===== config.mk =====
export PLATFORM = sky130hd
export DESIGN_NAME = permutation_table_engine_unit_flat
export DESIGN_NICKNAME = d
export VERILOG_FILES = /design/src/ptab_pkg.sv /design/src/ptab_req_if.sv /design/src/ptab_rsp_if.sv /design/src/ptab_mod_unit.sv /design/src/permutation_table_engine_unit.sv /design/src/flat_wrapper.sv
export SDC_FILE = /design/constraint.sdc
export NUM_CORES = 2
export LEC_CHECK = 0
export BUFFER_PORTS_ARGS = -buffer_cell sky130_fd_sc_hd__buf_2
export CORE_ASPECT_RATIO = 1.75
export CORE_UTILIZATION = 40
export DETAILED_ROUTE_END_ITERATION = 8
export SYNTH_ARGS = -nofsm -noshare
export SYNTH_HDL_FRONTEND = slang
export SYNTH_HIERARCHICAL = 1
export SYNTH_SLANG_ARGS = --single-unit

===== constraint.sdc =====
create_clock -name clk_i -period 6.9 [get_ports clk_i]
set_clock_uncertainty 0.05 [all_clocks]
set_input_delay 1.38 -clock clk_i [delete_from_list [all_inputs] [get_ports clk_i]]
set_output_delay 1.38 -clock clk_i [all_outputs]
set_load 0.02 [all_outputs]

===== src/ptab_pkg.sv =====
`timescale 1ns / 1ps
package ptab_pkg;

  localparam int unsigned ReqTypeW = 4;
  localparam int unsigned IndexW   = 6;
  localparam int unsigned ValueW   = 6;
  localparam int unsigned AmountW  = 32;
  localparam int unsigned CfgW     = 7;
  localparam int unsigned RegionW  = 3;
  localparam int unsigned NumRegions = 5;

  localparam logic [ReqTypeW-1:0] OP_READ     = 4'd0;
  localparam logic [ReqTypeW-1:0] OP_WR_WORK  = 4'd1;
  localparam logic [ReqTypeW-1:0] OP_WR_OPND  = 4'd2;
  localparam logic [ReqTypeW-1:0] OP_IDENTITY = 4'd3;
  localparam logic [ReqTypeW-1:0] OP_SWAP     = 4'd4;
  localparam logic [ReqTypeW-1:0] OP_ROT_UP   = 4'd5;
  localparam logic [ReqTypeW-1:0] OP_ROT_DOWN = 4'd6;
  localparam logic [ReqTypeW-1:0] OP_INVERT   = 4'd7;
  localparam logic [ReqTypeW-1:0] OP_COMPOSE  = 4'd8;
  localparam logic [ReqTypeW-1:0] OP_POWER    = 4'd9;
  localparam logic [ReqTypeW-1:0] OP_CYCLES   = 4'd10;
  localparam logic [ReqTypeW-1:0] OP_INIT     = 4'd15;

  localparam logic [RegionW-1:0] RG_WORK    = 3'd0;
  localparam logic [RegionW-1:0] RG_OPND    = 3'd1;
  localparam logic [RegionW-1:0] RG_BASE    = 3'd2;
  localparam logic [RegionW-1:0] RG_ACCUM   = 3'd3;
  localparam logic [RegionW-1:0] RG_SCRATCH = 3'd4;

  typedef enum logic [2:0] {
    PS_FILL,
    PS_COPY,
    PS_COMP,
    PS_ROT,
    PS_INV
  } pass_e;

endpackage


===== src/ptab_req_if.sv =====
`timescale 1ns / 1ps
interface ptab_req_if;
  import ptab_pkg::*;
  logic                valid;
  logic                ready;
  logic [ReqTypeW-1:0] req_type;
  logic [IndexW-1:0]   index_a;
  logic [IndexW-1:0]   index_b;
  logic [ValueW-1:0]   entry_value;
  logic [AmountW-1:0]  amount;
  modport source (output valid, req_type, index_a, index_b, entry_value, amount, input ready);
  modport sink (input valid, req_type, index_a, index_b, entry_value, amount, output ready);
endinterface


===== src/ptab_rsp_if.sv =====
`timescale 1ns / 1ps
interface ptab_rsp_if;
  import ptab_pkg::*;
  logic              valid;
  logic              ready;
  logic [ValueW-1:0] result_value;
  logic              cycle_end;
  logic              last;
  logic [ValueW-1:0] transp_cnt;
  logic              status;
  modport source (output valid, result_value, cycle_end, last, transp_cnt, status,
                  input ready);
  modport sink (input valid, result_value, cycle_end, last, transp_cnt, status,
                output ready);
endinterface


===== src/ptab_mod_unit.sv =====
`timescale 1ns / 1ps
module ptab_mod_unit #(
  parameter int unsigned DW = 32,
  parameter int unsigned NW = 7
) (
  input  logic          clk_i,
  input  logic          rst_ni,
  input  logic          start_i,
  input  logic [DW-1:0] dividend_i,
  input  logic [NW-1:0] divisor_i,
  output logic          busy_o,
  output logic [NW-1:0] rem_o
);
  localparam int unsigned CW = $clog2(DW + 1);

  logic          busy_q;
  logic [CW-1:0] cnt_q;
  logic [DW-1:0] sh_q;
  logic [NW-1:0] rem_q;
  logic [NW:0]   trial;
  logic [NW:0]   reduced;

  assign trial   = {rem_q, sh_q[DW-1]};
  assign reduced = (trial >= {1'b0, divisor_i}) ? trial - {1'b0, divisor_i} : trial;

  always_ff @(posedge clk_i or negedge rst_ni) begin
    if (!rst_ni) begin
      busy_q <= 1'b0;
      cnt_q  <= '0;
    end else if (start_i) begin
      busy_q <= 1'b1;
      cnt_q  <= CW'(DW);
    end else if (busy_q) begin
      cnt_q <= cnt_q - CW'(1);
      if (cnt_q == CW'(1)) begin
        busy_q <= 1'b0;
      end
    end
  end

  always_ff @(posedge clk_i) begin
    if (start_i) begin
      sh_q  <= dividend_i;
      rem_q <= '0;
    end else if (busy_q) begin
      sh_q  <= sh_q << 1;
      rem_q <= reduced[NW-1:0];
    end
  end

  assign busy_o = busy_q;
  assign rem_o  = rem_q;
endmodule


===== src/permutation_table_engine_unit.sv =====
`timescale 1ns / 1ps
// Permutation table engine. Holds a working and an operand permutation in one
// single-port-read, single-port-write table memory (with base, accumulator and
// scratch regions), and runs one request at a time. Swap reads both entries and
// then writes them back crossed. Whole-table requests walk the entries through
// the memory (read, residue lookup, dependent read, write), and compose, invert
// and rotate end in a copy-back pass from the scratch region. Rotate first runs
// the residue divider on the amount; power copies the base, fills the
// accumulator with the identity, and then composes and copies back per set
// exponent bit and per squaring, plus a final copy. Cycle decomposition clears
// the visited flags and then walks each element, stalling whenever a result
// waits. After reset the working and operand regions are loaded with the
// identity, and after reset or any size_in_use write the residue table is
// rebuilt; no request is taken meanwhile.
module permutation_table_engine_unit #(
  parameter int unsigned MAX_ENTRIES = 64,
  parameter int unsigned AMOUNT_BITS = 32
) (
  input  logic                      clk_i,
  input  logic                      rst_ni,
  input  logic                      cfg_we_i,
  input  logic [ptab_pkg::CfgW-1:0] cfg_wdata_i,
  ptab_req_if.sink                  req_i,
  ptab_rsp_if.source                rsp_o
);
  import ptab_pkg::*;

  localparam int unsigned IW    = $clog2(MAX_ENTRIES);
  localparam int unsigned NW    = $clog2(MAX_ENTRIES + 1);
  localparam int unsigned EW    = (IW > 6) ? IW : 6;
  localparam int unsigned AB    = (AMOUNT_BITS < 32) ? AMOUNT_BITS : 32;
  localparam int unsigned AW    = RegionW + IW;
  localparam int unsigned DEPTH = NumRegions * (1 << IW);

  localparam logic [4:0] S_IDLE    = 5'd0;
  localparam logic [4:0] S_RESP    = 5'd1;
  localparam logic [4:0] S_RDW     = 5'd2;
  localparam logic [4:0] S_SW1     = 5'd3;
  localparam logic [4:0] S_SW2     = 5'd4;
  localparam logic [4:0] S_SW3     = 5'd5;
  localparam logic [4:0] S_DIV     = 5'd6;
  localparam logic [4:0] S_NEXT    = 5'd7;
  localparam logic [4:0] S_P_FILL  = 5'd8;
  localparam logic [4:0] S_P_RD1   = 5'd9;
  localparam logic [4:0] S_P_RD1W  = 5'd10;
  localparam logic [4:0] S_P_MOD   = 5'd11;
  localparam logic [4:0] S_P_RD2W  = 5'd12;
  localparam logic [4:0] S_C_CLR   = 5'd13;
  localparam logic [4:0] S_C_SCAN  = 5'd14;
  localparam logic [4:0] S_C_SCANW = 5'd15;
  localparam logic [4:0] S_C_WALK  = 5'd16;
  localparam logic [4:0] S_C_WALK1 = 5'd17;
  localparam logic [4:0] S_C_WALK2 = 5'd18;
  localparam logic [4:0] S_C_WALK3 = 5'd19;
  localparam logic [4:0] S_C_FIN   = 5'd20;

  logic [CfgW-1:0] cfg_q;
  logic [31:0]     cfg_ext;
  logic [31:0]     n_full;
  logic [NW-1:0]   n_w;

  assign cfg_ext = 32'(cfg_q);
  assign n_full  = (cfg_ext == 32'd0) ? 32'd1 :
                   (cfg_ext > MAX_ENTRIES) ? 32'(MAX_ENTRIES) : cfg_ext;
  assign n_w     = NW'(n_full);

  // table memory
  logic [EW-1:0] mem [DEPTH];
  logic          mem_we, mem_re;
  logic [AW-1:0] mem_waddr, mem_raddr;
  logic [EW-1:0] mem_wdata, rdata_q;

  always_ff @(posedge clk_i) begin
    if (mem_we) mem[mem_waddr] <= mem_wdata;
    if (mem_re) rdata_q <= mem[mem_raddr];
  end

  // visited flags
  logic          vis_mem [MAX_ENTRIES];
  logic          vis_we, vis_re, vis_wdata, vis_q;
  logic [IW-1:0] vis_waddr, vis_raddr;

  always_ff @(posedge clk_i) begin
    if (vis_we) vis_mem[vis_waddr] <= vis_wdata;
    if (vis_re) vis_q <= vis_mem[vis_raddr];
  end

  // residue table for stored values below 64
  logic [5:0] tab_mem [64];
  logic       tab_busy_q, tab_re;
  logic [5:0] tab_cnt_q, tab_r_q, tab_raddr, tab_q;
  logic [31:0] tab_r_inc;

  assign tab_r_inc = 32'(tab_r_q) + 32'd1;

  always_ff @(posedge clk_i) begin
    if (tab_busy_q) tab_mem[tab_cnt_q] <= tab_r_q;
    if (tab_re) tab_q <= tab_mem[tab_raddr];
  end

  always_ff @(posedge clk_i or negedge rst_ni) begin
    if (!rst_ni) begin
      cfg_q      <= CfgW'(64);
      tab_busy_q <= 1'b1;
      tab_cnt_q  <= '0;
      tab_r_q    <= '0;
    end else if (cfg_we_i) begin
      cfg_q      <= cfg_wdata_i;
      tab_busy_q <= 1'b1;
      tab_cnt_q  <= '0;
      tab_r_q    <= '0;
    end else if (tab_busy_q) begin
      tab_cnt_q <= tab_cnt_q + 6'd1;
      tab_r_q   <= (tab_r_inc == n_full) ? 6'd0 : tab_r_inc[5:0];
      if (tab_cnt_q == 6'd63) tab_busy_q <= 1'b0;
    end
  end

  logic [EW-1:0] modval;
  assign modval = (32'(rdata_q) > 32'd63) ? rdata_q : EW'(tab_q);

  // residue divider for rotation distance
  logic          div_start, div_busy;
  logic [NW-1:0] div_rem;

  ptab_mod_unit #(.DW(AB), .NW(NW)) u_mod (
    .clk_i      (clk_i),
    .rst_ni     (rst_ni),
    .start_i    (div_start),
    .dividend_i (req_i.amount[AB-1:0]),
    .divisor_i  (n_w),
    .busy_o     (div_busy),
    .rem_o      (div_rem)
  );

  // sequencer state
  logic [4:0]          state_q, state_d;
  logic [ReqTypeW-1:0] op_q, op_d;
  logic [2:0]          ph_q, ph_d;
  pass_e               pass_q, pass_d;
  logic [IW-1:0]       i_q, i_d, ptr_q, ptr_d;
  logic [NW-1:0]       len_q, len_d;
  logic [RegionW-1:0]  src_q, src_d, by_q, by_d, dst_q, dst_d;
  logic [IndexW-1:0]   ia_q, ia_d, ib_q, ib_d;
  logic [AB-1:0]       amt_q, amt_d;
  logic                st_q, st_d;
  logic [EW-1:0]       t_q, t_d;
  logic [IW-1:0]       nx_q, nx_d, s_q, s_d, cur_q, cur_d;
  logic [NW-1:0]       cyc_q, cyc_d;
  logic                pend_q, pend_d;
  logic [ValueW-1:0]   pend_val_q, pend_val_d;

  logic              out_vld_q, out_cend_q, out_last_q, out_st_q;
  logic [ValueW-1:0] out_val_q, out_tc_q;
  logic              emit, emit_cend, emit_last, emit_st;
  logic [ValueW-1:0] emit_val, emit_tc;
  logic              out_free, accept;
  logic              i_last, s_last, ptr_wrap;
  logic [IW-1:0]     j_idx;

  assign out_free    = !out_vld_q || rsp_o.ready;
  assign req_i.ready = (state_q == S_IDLE) && !tab_busy_q;
  assign accept      = req_i.valid && req_i.ready;
  assign i_last      = (32'(i_q) + 32'd1) == 32'(len_q);
  assign s_last      = (32'(s_q) + 32'd1) == n_full;
  assign ptr_wrap    = (32'(ptr_q) + 32'd1) == n_full;
  assign j_idx       = modval[IW-1:0];

  always_comb begin
    logic chk, sq;
    logic [AB-1:0] amt_sh;
    chk        = 1'b0;
    sq         = 1'b0;
    amt_sh     = amt_q >> 1;
    state_d    = state_q;
    op_d       = op_q;
    ph_d       = ph_q;
    pass_d     = pass_q;
    i_d        = i_q;
    ptr_d      = ptr_q;
    len_d      = len_q;
    src_d      = src_q;
    by_d       = by_q;
    dst_d      = dst_q;
    ia_d       = ia_q;
    ib_d       = ib_q;
    amt_d      = amt_q;
    st_d       = st_q;
    t_d        = t_q;
    nx_d       = nx_q;
    s_d        = s_q;
    cur_d      = cur_q;
    cyc_d      = cyc_q;
    pend_d     = pend_q;
    pend_val_d = pend_val_q;
    mem_we     = 1'b0;
    mem_waddr  = '0;
    mem_wdata  = '0;
    mem_re     = 1'b0;
    mem_raddr  = '0;
    vis_we     = 1'b0;
    vis_waddr  = '0;
    vis_wdata  = 1'b0;
    vis_re     = 1'b0;
    vis_raddr  = '0;
    tab_re     = 1'b0;
    tab_raddr  = rdata_q[5:0];
    div_start  = 1'b0;
    emit       = 1'b0;
    emit_val   = '0;
    emit_cend  = 1'b0;
    emit_last  = 1'b0;
    emit_tc    = '0;
    emit_st    = 1'b0;

    unique case (state_q)
      S_IDLE: begin
        if (accept) begin
          op_d  = req_i.req_type;
          ia_d  = req_i.index_a;
          ib_d  = req_i.index_b;
          amt_d = req_i.amount[AB-1:0];
          st_d  = 1'b0;
          ph_d  = '0;
          i_d   = '0;
          len_d = n_w;
          unique case (req_i.req_type)
            OP_READ: begin
              if (32'(req_i.index_a) >= n_full) begin
                st_d    = 1'b1;
                state_d = S_RESP;
              end else begin
                mem_re    = 1'b1;
                mem_raddr = {RG_WORK, IW'(req_i.index_a)};
                state_d   = S_RDW;
              end
            end
            OP_WR_WORK, OP_WR_OPND: begin
              if (32'(req_i.index_a) >= n_full) begin
                st_d = 1'b1;
              end else begin
                mem_we    = 1'b1;
                mem_waddr = {(req_i.req_type == OP_WR_WORK) ? RG_WORK : RG_OPND,
                             IW'(req_i.index_a)};
                mem_wdata = EW'(req_i.entry_value);
              end
              state_d = S_RESP;
            end
            OP_IDENTITY: begin
              pass_d  = PS_FILL;
              dst_d   = RG_WORK;
              len_d   = NW'(MAX_ENTRIES);
              state_d = S_P_FILL;
            end
            OP_SWAP: begin
              if (32'(req_i.index_a) >= n_full || 32'(req_i.index_b) >= n_full) begin
                st_d    = 1'b1;
                state_d = S_RESP;
              end else begin
                mem_re    = 1'b1;
                mem_raddr = {RG_WORK, IW'(req_i.index_a)};
                state_d   = S_SW1;
              end
            end
            OP_ROT_UP, OP_ROT_DOWN: begin
              div_start = 1'b1;
              state_d   = S_DIV;
            end
            OP_INVERT: begin
              pass_d  = PS_FILL;
              dst_d   = RG_SCRATCH;
              state_d = S_P_FILL;
            end
            OP_COMPOSE: begin
              pass_d  = PS_COMP;
              src_d   = RG_WORK;
              by_d    = RG_OPND;
              dst_d   = RG_SCRATCH;
              state_d = S_P_RD1;
            end
            OP_POWER: begin
              pass_d  = PS_COPY;
              src_d   = RG_WORK;
              dst_d   = RG_BASE;
              state_d = S_P_RD1;
            end
            OP_CYCLES: begin
              state_d = S_C_CLR;
            end
            default: begin
              state_d = S_RESP;
            end
          endcase
        end
      end
      S_RESP: begin
        if (out_free) begin
          emit      = 1'b1;
          emit_last = 1'b1;
          emit_st   = st_q;
          state_d   = S_IDLE;
        end
      end
      S_RDW: begin
        if (out_free) begin
          emit      = 1'b1;
          emit_val  = rdata_q[ValueW-1:0];
          emit_last = 1'b1;
          state_d   = S_IDLE;
        end
      end
      S_SW1: begin
        t_d       = rdata_q;
        mem_re    = 1'b1;
        mem_raddr = {RG_WORK, IW'(ib_q)};
        state_d   = S_SW2;
      end
      S_SW2: begin
        mem_we    = 1'b1;
        mem_waddr = {RG_WORK, IW'(ia_q)};
        mem_wdata = rdata_q;
        state_d   = S_SW3;
      end
      S_SW3: begin
        mem_we    = 1'b1;
        mem_waddr = {RG_WORK, IW'(ib_q)};
        mem_wdata = t_q;
        state_d   = S_RESP;
      end
      S_DIV: begin
        if (!div_busy) begin
          if (op_q == OP_ROT_UP) begin
            ptr_d = (div_rem == '0) ? '0 : IW'(n_w - div_rem);
          end else begin
            ptr_d = IW'(div_rem);
          end
          pass_d  = PS_ROT;
          dst_d   = RG_SCRATCH;
          i_d     = '0;
          len_d   = n_w;
          ph_d    = '0;
          state_d = S_P_RD1;
        end
      end
      S_P_FILL: begin
        mem_we    = 1'b1;
        mem_waddr = {dst_q, i_q};
        mem_wdata = EW'(i_q);
        if (i_last) state_d = S_NEXT;
        else i_d = i_q + IW'(1);
      end
      S_P_RD1: begin
        mem_re = 1'b1;
        unique case (pass_q)
          PS_COPY: mem_raddr = {src_q, i_q};
          PS_COMP: mem_raddr = {by_q, i_q};
          PS_ROT:  mem_raddr = {RG_WORK, ptr_q};
          default: mem_raddr = {RG_WORK, i_q};
        endcase
        state_d = S_P_RD1W;
      end
      S_P_RD1W: begin
        if (pass_q == PS_COMP || pass_q == PS_INV) begin
          tab_re  = 1'b1;
          state_d = S_P_MOD;
        end else begin
          mem_we    = 1'b1;
          mem_waddr = {dst_q, i_q};
          mem_wdata = rdata_q;
          ptr_d     = ptr_wrap ? '0 : ptr_q + IW'(1);
          if (i_last) state_d = S_NEXT;
          else begin
            i_d     = i_q + IW'(1);
            state_d = S_P_RD1;
          end
        end
      end
      S_P_MOD: begin
        if (pass_q == PS_COMP) begin
          mem_re    = 1'b1;
          mem_raddr = {src_q, j_idx};
          state_d   = S_P_RD2W;
        end else begin
          mem_we    = 1'b1;
          mem_waddr = {dst_q, j_idx};
          mem_wdata = EW'(i_q);
          if (i_last) state_d = S_NEXT;
          else begin
            i_d     = i_q + IW'(1);
            state_d = S_P_RD1;
          end
        end
      end
      S_P_RD2W: begin
        mem_we    = 1'b1;
        mem_waddr = {dst_q, i_q};
        mem_wdata = rdata_q;
        if (i_last) state_d = S_NEXT;
        else begin
          i_d     = i_q + IW'(1);
          state_d = S_P_RD1;
        end
      end
      S_NEXT: begin
        i_d   = '0;
        len_d = n_w;
        ph_d  = ph_q + 3'd1;
        priority case (op_q)
          OP_INIT: begin
            if (ph_q == 3'd0) begin
              pass_d  = PS_FILL;
              dst_d   = RG_OPND;
              len_d   = NW'(MAX_ENTRIES);
              state_d = S_P_FILL;
            end else begin
              state_d = S_IDLE;
            end
          end
          OP_ROT_UP, OP_ROT_DOWN, OP_COMPOSE: begin
            if (ph_q == 3'd0) begin
              pass_d  = PS_COPY;
              src_d   = RG_SCRATCH;
              dst_d   = RG_WORK;
              state_d = S_P_RD1;
            end else begin
              state_d = S_RESP;
            end
          end
          OP_INVERT: begin
            if (ph_q == 3'd0) begin
              pass_d  = PS_INV;
              dst_d   = RG_SCRATCH;
              state_d = S_P_RD1;
            end else if (ph_q == 3'd1) begin
              pass_d  = PS_COPY;
              src_d   = RG_SCRATCH;
              dst_d   = RG_WORK;
              state_d = S_P_RD1;
            end else begin
              state_d = S_RESP;
            end
          end
          OP_POWER: begin
            unique case (ph_q)
              3'd0: begin
                pass_d  = PS_FILL;
                dst_d   = RG_ACCUM;
                state_d = S_P_FILL;
              end
              3'd1, 3'd5: chk = 1'b1;
              3'd2: begin
                pass_d  = PS_COPY;
                src_d   = RG_SCRATCH;
                dst_d   = RG_ACCUM;
                state_d = S_P_RD1;
              end
              3'd3: sq = 1'b1;
              3'd4: begin
                pass_d  = PS_COPY;
                src_d   = RG_SCRATCH;
                dst_d   = RG_BASE;
                state_d = S_P_RD1;
              end
              default: state_d = S_RESP;
            endcase
            if (chk) begin
              if (amt_q == '0) begin
                ph_d    = 3'd6;
                pass_d  = PS_COPY;
                src_d   = RG_ACCUM;
                dst_d   = RG_WORK;
                state_d = S_P_RD1;
              end else if (amt_q[0]) begin
                ph_d    = 3'd2;
                pass_d  = PS_COMP;
                src_d   = RG_ACCUM;
                by_d    = RG_BASE;
                dst_d   = RG_SCRATCH;
                state_d = S_P_RD1;
              end else begin
                sq = 1'b1;
              end
            end
            if (sq) begin
              amt_d   = amt_sh;
              pass_d  = (amt_sh != '0) ? PS_COMP : PS_COPY;
              ph_d    = (amt_sh != '0) ? 3'd4 : 3'd6;
              src_d   = (amt_sh != '0) ? RG_BASE : RG_ACCUM;
              by_d    = RG_BASE;
              dst_d   = (amt_sh != '0) ? RG_SCRATCH : RG_WORK;
              state_d = S_P_RD1;
            end
          end
          default: state_d = S_RESP;
        endcase
      end
      S_C_CLR: begin
        vis_we    = 1'b1;
        vis_waddr = i_q;
        vis_wdata = 1'b0;
        if (i_last) begin
          s_d     = '0;
          cyc_d   = '0;
          pend_d  = 1'b0;
          state_d = S_C_SCAN;
        end else begin
          i_d = i_q + IW'(1);
        end
      end
      S_C_SCAN: begin
        vis_re    = 1'b1;
        vis_raddr = s_q;
        state_d   = S_C_SCANW;
      end
      S_C_SCANW: begin
        if (vis_q) begin
          if (s_last) state_d = S_C_FIN;
          else begin
            s_d     = s_q + IW'(1);
            state_d = S_C_SCAN;
          end
        end else if (!pend_q || out_free) begin
          if (pend_q) begin
            emit      = 1'b1;
            emit_val  = pend_val_q;
            emit_cend = 1'b1;
          end
          pend_d    = 1'b0;
          vis_we    = 1'b1;
          vis_waddr = s_q;
          vis_wdata = 1'b1;
          cur_d     = s_q;
          cyc_d     = cyc_q + NW'(1);
          state_d   = S_C_WALK;
        end
      end
      S_C_WALK: begin
        mem_re    = 1'b1;
        mem_raddr = {RG_WORK, cur_q};
        state_d   = S_C_WALK1;
      end
      S_C_WALK1: begin
        tab_re  = 1'b1;
        state_d = S_C_WALK2;
      end
      S_C_WALK2: begin
        nx_d      = j_idx;
        vis_re    = 1'b1;
        vis_raddr = j_idx;
        state_d   = S_C_WALK3;
      end
      S_C_WALK3: begin
        if (nx_q == s_q || vis_q) begin
          pend_d     = 1'b1;
          pend_val_d = rdata_q[ValueW-1:0];
          if (s_last) state_d = S_C_FIN;
          else begin
            s_d     = s_q + IW'(1);
            state_d = S_C_SCAN;
          end
        end else if (out_free) begin
          emit      = 1'b1;
          emit_val  = rdata_q[ValueW-1:0];
          vis_we    = 1'b1;
          vis_waddr = nx_q;
          vis_wdata = 1'b1;
          cur_d     = nx_q;
          state_d   = S_C_WALK;
        end
      end
      S_C_FIN: begin
        if (out_free) begin
          emit      = 1'b1;
          emit_val  = pend_val_q;
          emit_cend = 1'b1;
          emit_last = 1'b1;
          emit_tc   = ValueW'(n_w - cyc_q);
          pend_d    = 1'b0;
          state_d   = S_IDLE;
        end
      end
      default: state_d = S_IDLE;
    endcase
  end

  always_ff @(posedge clk_i or negedge rst_ni) begin
    if (!rst_ni) begin
      state_q   <= S_P_FILL;
      op_q      <= OP_INIT;
      ph_q      <= '0;
      pass_q    <= PS_FILL;
      i_q       <= '0;
      len_q     <= NW'(MAX_ENTRIES);
      dst_q     <= RG_WORK;
      src_q     <= RG_WORK;
      by_q      <= RG_OPND;
      pend_q    <= 1'b0;
      out_vld_q <= 1'b0;
    end else begin
      state_q <= state_d;
      op_q    <= op_d;
      ph_q    <= ph_d;
      pass_q  <= pass_d;
      i_q     <= i_d;
      len_q   <= len_d;
      dst_q   <= dst_d;
      src_q   <= src_d;
      by_q    <= by_d;
      pend_q  <= pend_d;
      if (emit) out_vld_q <= 1'b1;
      else if (rsp_o.ready) out_vld_q <= 1'b0;
    end
  end

  always_ff @(posedge clk_i) begin
    ptr_q      <= ptr_d;
    ia_q       <= ia_d;
    ib_q       <= ib_d;
    amt_q      <= amt_d;
    st_q       <= st_d;
    t_q        <= t_d;
    nx_q       <= nx_d;
    s_q        <= s_d;
    cur_q      <= cur_d;
    cyc_q      <= cyc_d;
    pend_val_q <= pend_val_d;
    if (emit) begin
      out_val_q  <= emit_val;
      out_cend_q <= emit_cend;
      out_last_q <= emit_last;
      out_tc_q   <= emit_tc;
      out_st_q   <= emit_st;
    end
  end

  assign rsp_o.valid        = out_vld_q;
  assign rsp_o.result_value = out_val_q;
  assign rsp_o.cycle_end    = out_cend_q;
  assign rsp_o.last         = out_last_q;
  assign rsp_o.transp_cnt   = out_tc_q;
  assign rsp_o.status       = out_st_q;

  a_no_accept_while_table_builds: assert property (
    @(posedge clk_i) disable iff (!rst_ni) tab_busy_q |-> !req_i.ready)
    else $error("request taken while residue table is rebuilt");

  a_cycle_count_bounded: assert property (
    @(posedge clk_i) disable iff (!rst_ni)
    (state_q == S_C_WALK3) |-> (32'(cyc_q) <= n_full))
    else $error("cycle count exceeds table size");

  a_write_region_valid: assert property (
    @(posedge clk_i) disable iff (!rst_ni)
    mem_we |-> (32'(mem_waddr[AW-1:IW]) < NumRegions))
    else $error("table write outside defined regions");

  a_emit_only_when_free: assert property (
    @(posedge clk_i) disable iff (!rst_ni)
    (out_vld_q && !rsp_o.ready) |-> !emit)
    else $error("result overwritten while stalled");
endmodule

===== src/flat_wrapper.sv =====
// flat-port wrapper written by rule: the top's interface ports become plain ports
module permutation_table_engine_unit_flat import ptab_pkg::*;
#(
  parameter int unsigned MAX_ENTRIES = 64,
  parameter int unsigned AMOUNT_BITS = 32
)
  (clk_i, rst_ni, cfg_we_i, cfg_wdata_i, req_i_valid, req_i_req_type, req_i_index_a, req_i_index_b, req_i_entry_value, req_i_amount, req_i_ready, rsp_o_valid, rsp_o_result_value, rsp_o_cycle_end, rsp_o_last, rsp_o_transp_cnt, rsp_o_status, rsp_o_ready);
  ptab_req_if req_i_i ();
  ptab_rsp_if rsp_o_i ();
  input  logic clk_i;
  input  logic rst_ni;
  input  logic cfg_we_i;
  input  logic [ptab_pkg::CfgW-1:0] cfg_wdata_i;
  input wire logic [$bits(req_i_i.valid)-1:0] req_i_valid;
  input wire logic [$bits(req_i_i.req_type)-1:0] req_i_req_type;
  input wire logic [$bits(req_i_i.index_a)-1:0] req_i_index_a;
  input wire logic [$bits(req_i_i.index_b)-1:0] req_i_index_b;
  input wire logic [$bits(req_i_i.entry_value)-1:0] req_i_entry_value;
  input wire logic [$bits(req_i_i.amount)-1:0] req_i_amount;
  output wire logic [$bits(req_i_i.ready)-1:0] req_i_ready;
  output wire logic [$bits(rsp_o_i.valid)-1:0] rsp_o_valid;
  output wire logic [$bits(rsp_o_i.result_value)-1:0] rsp_o_result_value;
  output wire logic [$bits(rsp_o_i.cycle_end)-1:0] rsp_o_cycle_end;
  output wire logic [$bits(rsp_o_i.last)-1:0] rsp_o_last;
  output wire logic [$bits(rsp_o_i.transp_cnt)-1:0] rsp_o_transp_cnt;
  output wire logic [$bits(rsp_o_i.status)-1:0] rsp_o_status;
  input wire logic [$bits(rsp_o_i.ready)-1:0] rsp_o_ready;
  assign req_i_i.valid = req_i_valid;
  assign req_i_i.req_type = req_i_req_type;
  assign req_i_i.index_a = req_i_index_a;
  assign req_i_i.index_b = req_i_index_b;
  assign req_i_i.entry_value = req_i_entry_value;
  assign req_i_i.amount = req_i_amount;
  assign req_i_ready = req_i_i.ready;
  assign rsp_o_valid = rsp_o_i.valid;
  assign rsp_o_result_value = rsp_o_i.result_value;
  assign rsp_o_cycle_end = rsp_o_i.cycle_end;
  assign rsp_o_last = rsp_o_i.last;
  assign rsp_o_transp_cnt = rsp_o_i.transp_cnt;
  assign rsp_o_status = rsp_o_i.status;
  assign rsp_o_i.ready = rsp_o_ready;
  permutation_table_engine_unit #(.MAX_ENTRIES(MAX_ENTRIES), .AMOUNT_BITS(AMOUNT_BITS)) u_core (.clk_i(clk_i), .rst_ni(rst_ni), .cfg_we_i(cfg_we_i), .cfg_wdata_i(cfg_wdata_i), .req_i(req_i_i), .rsp_o(rsp_o_i));
endmodule

# Word level (Yosys, flattened, before mapping)

Memory sizes are Yosys's and may differ from the RTL's. A register that Yosys moved wholly into a read port is not among the register bits.
Cells that the tools add are included.

Register bits: 208
Bits in latches: 0
Memory bits (writable): 2,368
Memory bits (read-only): 0
Memories kept: 3

Memories:

| name           | words | bits a word | rd ports | clocked after memory_dff | wr ports | line                                | RTL |
|---|---|---|---|---|---|---|---|
| u_core.mem     | 320   | 6           | 1        | 1                        | 1        | permutation_table_engine_unit.sv:68 | `logic [EW-1:0] mem [DEPTH];` |
| u_core.tab_mem | 64    | 6           | 1        | 1                        | 1        | permutation_table_engine_unit.sv:89 | `logic [5:0] tab_mem [64];` |
| u_core.vis_mem | 64    | 1           | 1        | 1                        | 1        | permutation_table_engine_unit.sv:79 | `logic vis_mem [MAX_ENTRIES];` |

Add/sub/neg operators: 14
$mul: 0
Div/mod/pow operators: 0
Magnitude comparators: 4
Eq/ne operators: 84
Shifts and indexed selects: 0
Multiplexer cells: 226
Bitwise logic cells: 0
Reduce and logical (&&, ||, !) cells: 63

Operator list:

| cell                                                 | count |
|---|---|
| 2-to-1 mux 6 bit                                     | 42 |
| 2-to-1 mux 32 bit                                    | 5 |
| 2-to-1 mux 3 bit                                     | 43 |
| equality test 7 x 32 -> 1 bit                        | 3 |
| one-hot mux 5 bit (19 select lines)                  | 1 |
| 2-to-1 mux 5 bit                                     | 17 |
| 2-to-1 mux 7 bit                                     | 11 |
| one-hot mux 6 bit (6 select lines)                   | 2 |
| greater-or-equal comparator 6 x 32 -> 1 bit          | 2 |
| zero test 32 bit                                     | 2 |
| one-hot mux 32 bit (2 select lines)                  | 1 |
| 2-to-1 mux 9 bit                                     | 7 |
| one-hot mux 3 bit (3 select lines)                   | 6 |
| one-hot mux 9 bit (6 select lines)                   | 1 |
| 2-to-1 mux 1 bit                                     | 52 |
| one-hot mux 9 bit (5 select lines)                   | 1 |
| equality test 5 x 4 -> 1 bit (second input constant) | 8 |
| one-hot mux 6 bit (2 select lines)                   | 3 |
| one-hot mux 6 bit (3 select lines)                   | 2 |
| equality test 32 x 7 -> 1 bit                        | 1 |
| nonzero test 32 bit                                  | 1 |
| one-hot mux 5 bit (6 select lines)                   | 1 |
| adder 6 x 1 -> 7 bit (second input constant)         | 4 |
| equality test 4 x 3 -> 1 bit (second input constant) | 7 |
| 65 further kinds                                     | 168 |

# Longest topological paths before layout

Depth after elaboration: 11
Mapped depth: 22
Gate-level depth less buffers: 16

# Hierarchy

Netlist, hierarchy kept.

By module, submodules not included:

| module                        | instances | cells each | area each (sq um) |
|---|---|---|---|
| permutation_table_engine_unit | 1         | 7,863      | 105,262.2 |
| ptab_mod_unit                 | 1         | 201        | 2,444.8 |

# Worst setup path before layout

Ideal clock, no wire load.

Kind: input -> register
Start point: input req_i_index_a[0]
End point: memory u_core/mem[0][3] (netlist name), data pin
Library setup time: 0.975 ns
Arrival: 6.751 ns
Slack: -0.876 ns
Stages on the path: 10
Path buffers: 2
Cells stage by stage: inv_1 ha_1 nand2b_1 a211oi_2 o221ai_2 buf_6 nor3_1 clkbuf_1 nand2_1 nand2_1

Cells in the longest elaborated chain, start to end: 5

RTL lines:

| item                                        | line                                 | RTL |
|---|---|---|
| start: declaration                          | flat_wrapper.sv:16                   | `input wire logic [$bits(req_i_i.index_a)-1:0] req_i_index_a;` |
| greater-or-equal comparator 6 x 32 -> 1 bit | permutation_table_engine_unit.sv:239 | `if (32'(req_i.index_a) >= n_full) begin` |
| 2-to-1 mux 6 bit                            | permutation_table_engine_unit.sv:239 |  |
| 2-to-1 mux 6 bit                            | permutation_table_engine_unit.sv:227 | `unique case (req_i.req_type)` |
| 2-to-1 mux 6 bit                            | permutation_table_engine_unit.sv:218 | `if (accept) begin` |
| one-hot mux 6 bit (6 select lines)          | permutation_table_engine_unit.sv:216 | `unique case (state_q)` |
| named net u_core.mem_wdata[3]               | permutation_table_engine_unit.sv:71  | `logic [EW-1:0] mem_wdata, rdata_q;` |
| end: declaration                            | permutation_table_engine_unit.sv:68  |  |

The timed path passes the listed nets, and every way through them passes these cells.

# Worst setup path after layout

Start point: register u_core.cfg_q[6]
End point: register u_core.rdata_q[1], read port of u_core.mem, data pin

Cells in the longest elaborated chain, start to end: 9

RTL lines:

| item                                                                                            | line                                                                       | RTL |
|---|---|---|
| start: declaration                                                                              | permutation_table_engine_unit.sv:57                                        | `logic [CfgW-1:0] cfg_q;` |
| start signal: assignment                                                                        | permutation_table_engine_unit.sv:103                                       | `cfg_q <= CfgW'(64);` |
| start signal: assignment                                                                        | permutation_table_engine_unit.sv:108                                       | `cfg_q <= cfg_wdata_i;` |
| greater-than comparator 7 bit                                                                   | permutation_table_engine_unit.sv:64                                        | `(cfg_ext > MAX_ENTRIES) ? 32'(MAX_ENTRIES) : cfg_ext;` |
| 2-to-1 mux 7 bit                                                                                | permutation_table_engine_unit.sv:64                                        |  |
| 2-to-1 mux 7 bit *                                                                              | permutation_table_engine_unit.sv:63                                        | `assign n_full = (cfg_ext == 32'd0) ? 32'd1 :` |
| greater-or-equal comparator 6 x 32 -> 1 bit (on tied branches)                                  | permutation_table_engine_unit.sv:229, permutation_table_engine_unit.sv:256 |  |
| logical OR 1 bit                                                                                | permutation_table_engine_unit.sv:256                                       | `if (32'(req_i.index_a) >= n_full \|\| 32'(req_i.index_b) >= n_full) begin` |
| 2-to-1 mux 6 bit / 2-to-1 mux 1 bit (equally long branches)                                     | permutation_table_engine_unit.sv:256                                       |  |
| one-hot mux 9 bit (2 select lines) / one-hot mux 1 bit (2 select lines) (equally long branches) | permutation_table_engine_unit.sv:227                                       |  |
| 2-to-1 mux 9 bit / 2-to-1 mux 1 bit (equally long branches)                                     | permutation_table_engine_unit.sv:218                                       |  |
| one-hot mux 9 bit (5 select lines) / one-hot mux 1 bit (3 select lines) (equally long branches) | permutation_table_engine_unit.sv:216                                       |  |
| end: declaration                                                                                | permutation_table_engine_unit.sv:71                                        |  |

Mark *: on every way between the ends. The rest lies on a longest branch, timed or not.
A chain may end at the register's enable or synchronous reset.

==> impl_metrics.py <==
metrics = {
    "status": {
        "status": "complete, but fails checks",
        "violations": "DRC",
    },
    "setup_path": {
        "rr_worst_depth": 16,
        "arrival_ns": 7.47,
        "required_ns": 7.60,
        "cp_max_fo": 62,
        "worst_setup_path_end_kind": "flip-flop",
        "crit_type": "reg2reg",
        "startpoint_type": "flip-flop",
        "regToRegSetupSlack_ns": 0.13,
    },
    "power_and_ir_drop": {
        "ir_drop_uv": 288,
        "p_comb_frac": 0.269,
        "sequentialPowerShare": 0.437,
        "p_leak_nw": 40.5,
        "power_density_nw_per_um2": 378,
        "switching_share": 0.331,
        "p_clk_frac": 0.294,
        "finalPower_mw": 45.7,
        "internal_power_mw": 30.6,
        "p_switching_mw": 15.1,
    },
    "clock_tree": {
        "max-clock-path-buffers": 4,
        "cts.hold.buffers_added": 0,
        "ctsHtreeMaxLevel": 4,
        "cts_buffers": 232,
        "cts_tree": "built",
        "cts_resized": 0,
        "clock_latency_ns": 0.95,
        "clk_pin_slew_worst_paths_ns": 0.07,
        "cts-root-buf": "clkbuf_16",
        "cts_setup_buffers": 0,
        "clock_sinks": 2587,
    },
    "grt": {
        "grt_pass1_wl_um": 479000,
        "grt_max_degree": 101,
        "antenna_found_initial": 8,
        "grtUsageTotal": 0.241,
        "first_global_vias": 69100,
        "grt-ovfl-total": 0,
    },
    "finish": {
        "multiInputGateArea_um2": 28100,
        "layout-drive-gt1-share": 0.117,
        "seqCellArea_um2": 77300,
        "fin_util": 0.453,
        "fill_cells": 23500,
        "synthToLayoutAreaGrowth_pct": 12.4,
        "fin_nets": 8229,
    },
    "floorplanning": {
        "fp.dieW_um": 394,
        "num_rows": 251,
        "dieArea_um2": 271000,
        "core_area_um2": 267000,
        "die_y_um": 688,
        "ios": 83,
        "initial_core_util": 0.403,
    },
    "synth": {
        "yosysMostFrequentCell": "edfxtp_1",
        "yosysTopAreaCell": "edfxtp_1",
        "syn_inst": 8064,
        "postSynth.asyncResetShare": 0.0251,
        "yosys_register_bits": 2587,
        "ys_top_cells_by_count": "2,515 x edfxtp_1, 1,907 x nand2_1, 604 x nor2_1",
        "avgSynthCellArea_um2": 13.4,
        "synth_enable_flop_cells": 2515,
        "synth_area_leaders": "edfxtp_1 70%, nand2_1 6.6%, mux4_2 2.6%, nand3_1 2.3%, nor2_1 2.1%",
        "seq_area_frac_synth": 0.718,
        "syn_area_um2": 108000,
        "synth_top_area_share": 0.701,
        "ys.flop_type": "edfxtp_1",
        "syn_nets": 8175,
        "yosysUniqueCellTypes": 98,
        "synth_warnings": 6,
    },
    "route": {
        "ant_nets": 0,
        "via_per_inst": 5.87,
        "drtIter0Drc": 7235,
        "wl_um": 334000,
        "wl_per_cell_um": 28.1,
        "drc_errors": 4,
        "vias": 69600,
        "drt-pass1-iter-count": 9,
    },
    "placed_design": {
        "dp_worst_setup_slack_ns": -0.0344,
        "io_buffers": 82,
        "gp_congestion": 0.941,
        "dp_hpwl_um": 219000,
    },
    "hold_path": {
        "hold_class": "reg2reg",
        "hold_path_depth": 2,
    },
    "sta": {
        "drv_slew": 0,
        "setup_viol": 0,
        "fin_crit_ns": 6.77,
        "rsz0062_at_grt": "no",
        "worst_pin_slew_ns": 1.44,
        "max_slew_margin": 0.0350,
        "hold_viol_final": 0,
        "fmax_mhz": 148,
        "fin_setup_tns_ns": 0,
        "fin_crit_sh": 0.982,
        "setup_ws_ns": 0.128,
        "whs_ns": 0.441,
    },
    "job": {
        "maxCapViolations": 0,
    },
}
-- critical path, cell delays in order, from the launching register on --
cell and delay, ns:
dfstp_2 0.72, nand2b_1 0.42, ha_1 0.33, a21o_1 0.20
a21oi_1 0.28, o221ai_2 0.35, or3_4 0.68, nand2_4 0.19
buf_12 0.23, buf_12 0.32, a211oi_1 0.12, a311oi_1 0.58
a311o_1 0.25, o311ai_1 0.26, a211oi_1 1.19, a221oi_1 0.10
nand3_1 0.16
-- per-stage QoR --
step,std cells,area [um^2]
3_5_place_dp,11400,113000
5_1_grt,11800,121000
2_1_floorplan,8064,108000
6_report,11900,121000
3_3_place_gp,11400,113000
4_1_cts,11800,121000
-- final timing paths --
kind | from | endpoint
max in group asynchronous | rst_ni | u_core/tab_r_q[5]
hold / removal | u_core/len_q[6] | u_core/len_q[6]
setup reg to reg | u_core/cfg_q[6] | u_core/rdata_q[1]
hold reg to reg | u_core/len_q[6] | u_core/len_q[6]
min in group asynchronous | rst_ni | u_core/cfg_q[5]
setup / recovery | u_core/cfg_q[6] | u_core/rdata_q[1]
-- cell families (layout without fill, tap and decap cells) --
| family | after synthesis | after routing | synth area share |
|---|---|---|---|
| flip-flops | 2587 | 2587 | 0.718 |
| AND/OR/NAND/NOR | 3476 | 3476 | 0.138 |
| multiplexers | 278 | 278 | 0.0411 |
| AO/OA/AOI/OAI | 1023 | 1023 | 0.0675 |
| XOR/XNOR | 71 | 71 | 0.00577 |
| other | 0 | 4 | 0 |
| buffers and inverters | 584 | 825 | 0.0247 |
| adder cells (fa/ha/maj) | 45 | 45 | 0.00544 |
-- power groups by stage --
stage / clock network (mW) / logic [mW] / registers, mW
after CTS: 13.6 / 12.2 / 20.0
after global routing: 14.1 / 12.8 / 20.0
after detailed placement: 0 / 12.2 / 20.3
after global placement: 0 / 12.0 / 20.3
final: 13.4 / 12.3 / 20.0
after floorplan: 0 / 6.72 / 20.5
-- area by class of cell --
class | instances | share of cell area
tap | 3542 | 0.0366
inverter | 60 | 0.00186
sequential | 2587 | 0.639
antenna | 4 | 0.0000827
clock buffer | 269 | 0.0501
timing repair buffer | 344 | 0.0264
clock inverter | 152 | 0.0141
multi-input combinational | 4893 | 0.232
-- per-layer routing --
layer	vias to the layer above	GRT usage	share of wire
met1	35200	0.262	0.34
met4	4	0.178	0.086
li1	30300	-	-
met5	-	0	0.000081
met3	982	0.0327	0.066
met2	3172	0.427	0.51
-- cells in the final DEF (no fill, tap or decap), drive strengths merged, types with 27 or more instances in the layout --
cell type  Yosys  routed
inv           57      63
nor3          68      68
a311oi       136     136
nor2b         29      29
dfrtp         56      56
o22ai         38      38
bufinv         0      33
edfxtp      2515    2515
xnor2         38      38
nor4          35      35
a32oi         70      70
mux4         126     126
mux2          57      57
buf          336     344
clkbuf       188     269
nand2b        27      27
a211oi       110     110
nand3        496     496
and2          32      32
nor2         614     614
a31oi        165     165
nand2       1909    1909
xor2          33      33
and3         145     145
mux2i         95      95
ha            42      42
a21oi        176     176
clkinv         3      98
nand4         70      70
o21ai        106     106
-- state kept, by name (all words and copies together), names as in the netlist, 7 cells and up --
| signal | count |
|---|---|
| u_core/cfg_q | 7 |
| u_core/amt_q | 32 |
| u_core/u_mod/sh_q | 32 |
| u_core/mem | 1920 |
| u_core/tab_mem | 384 |
| u_core/vis_mem | 64 |
| u_core/len_q | 7 |
| u_core/u_mod/rem_o | 7 |
(Power assumes the default switching activity.)
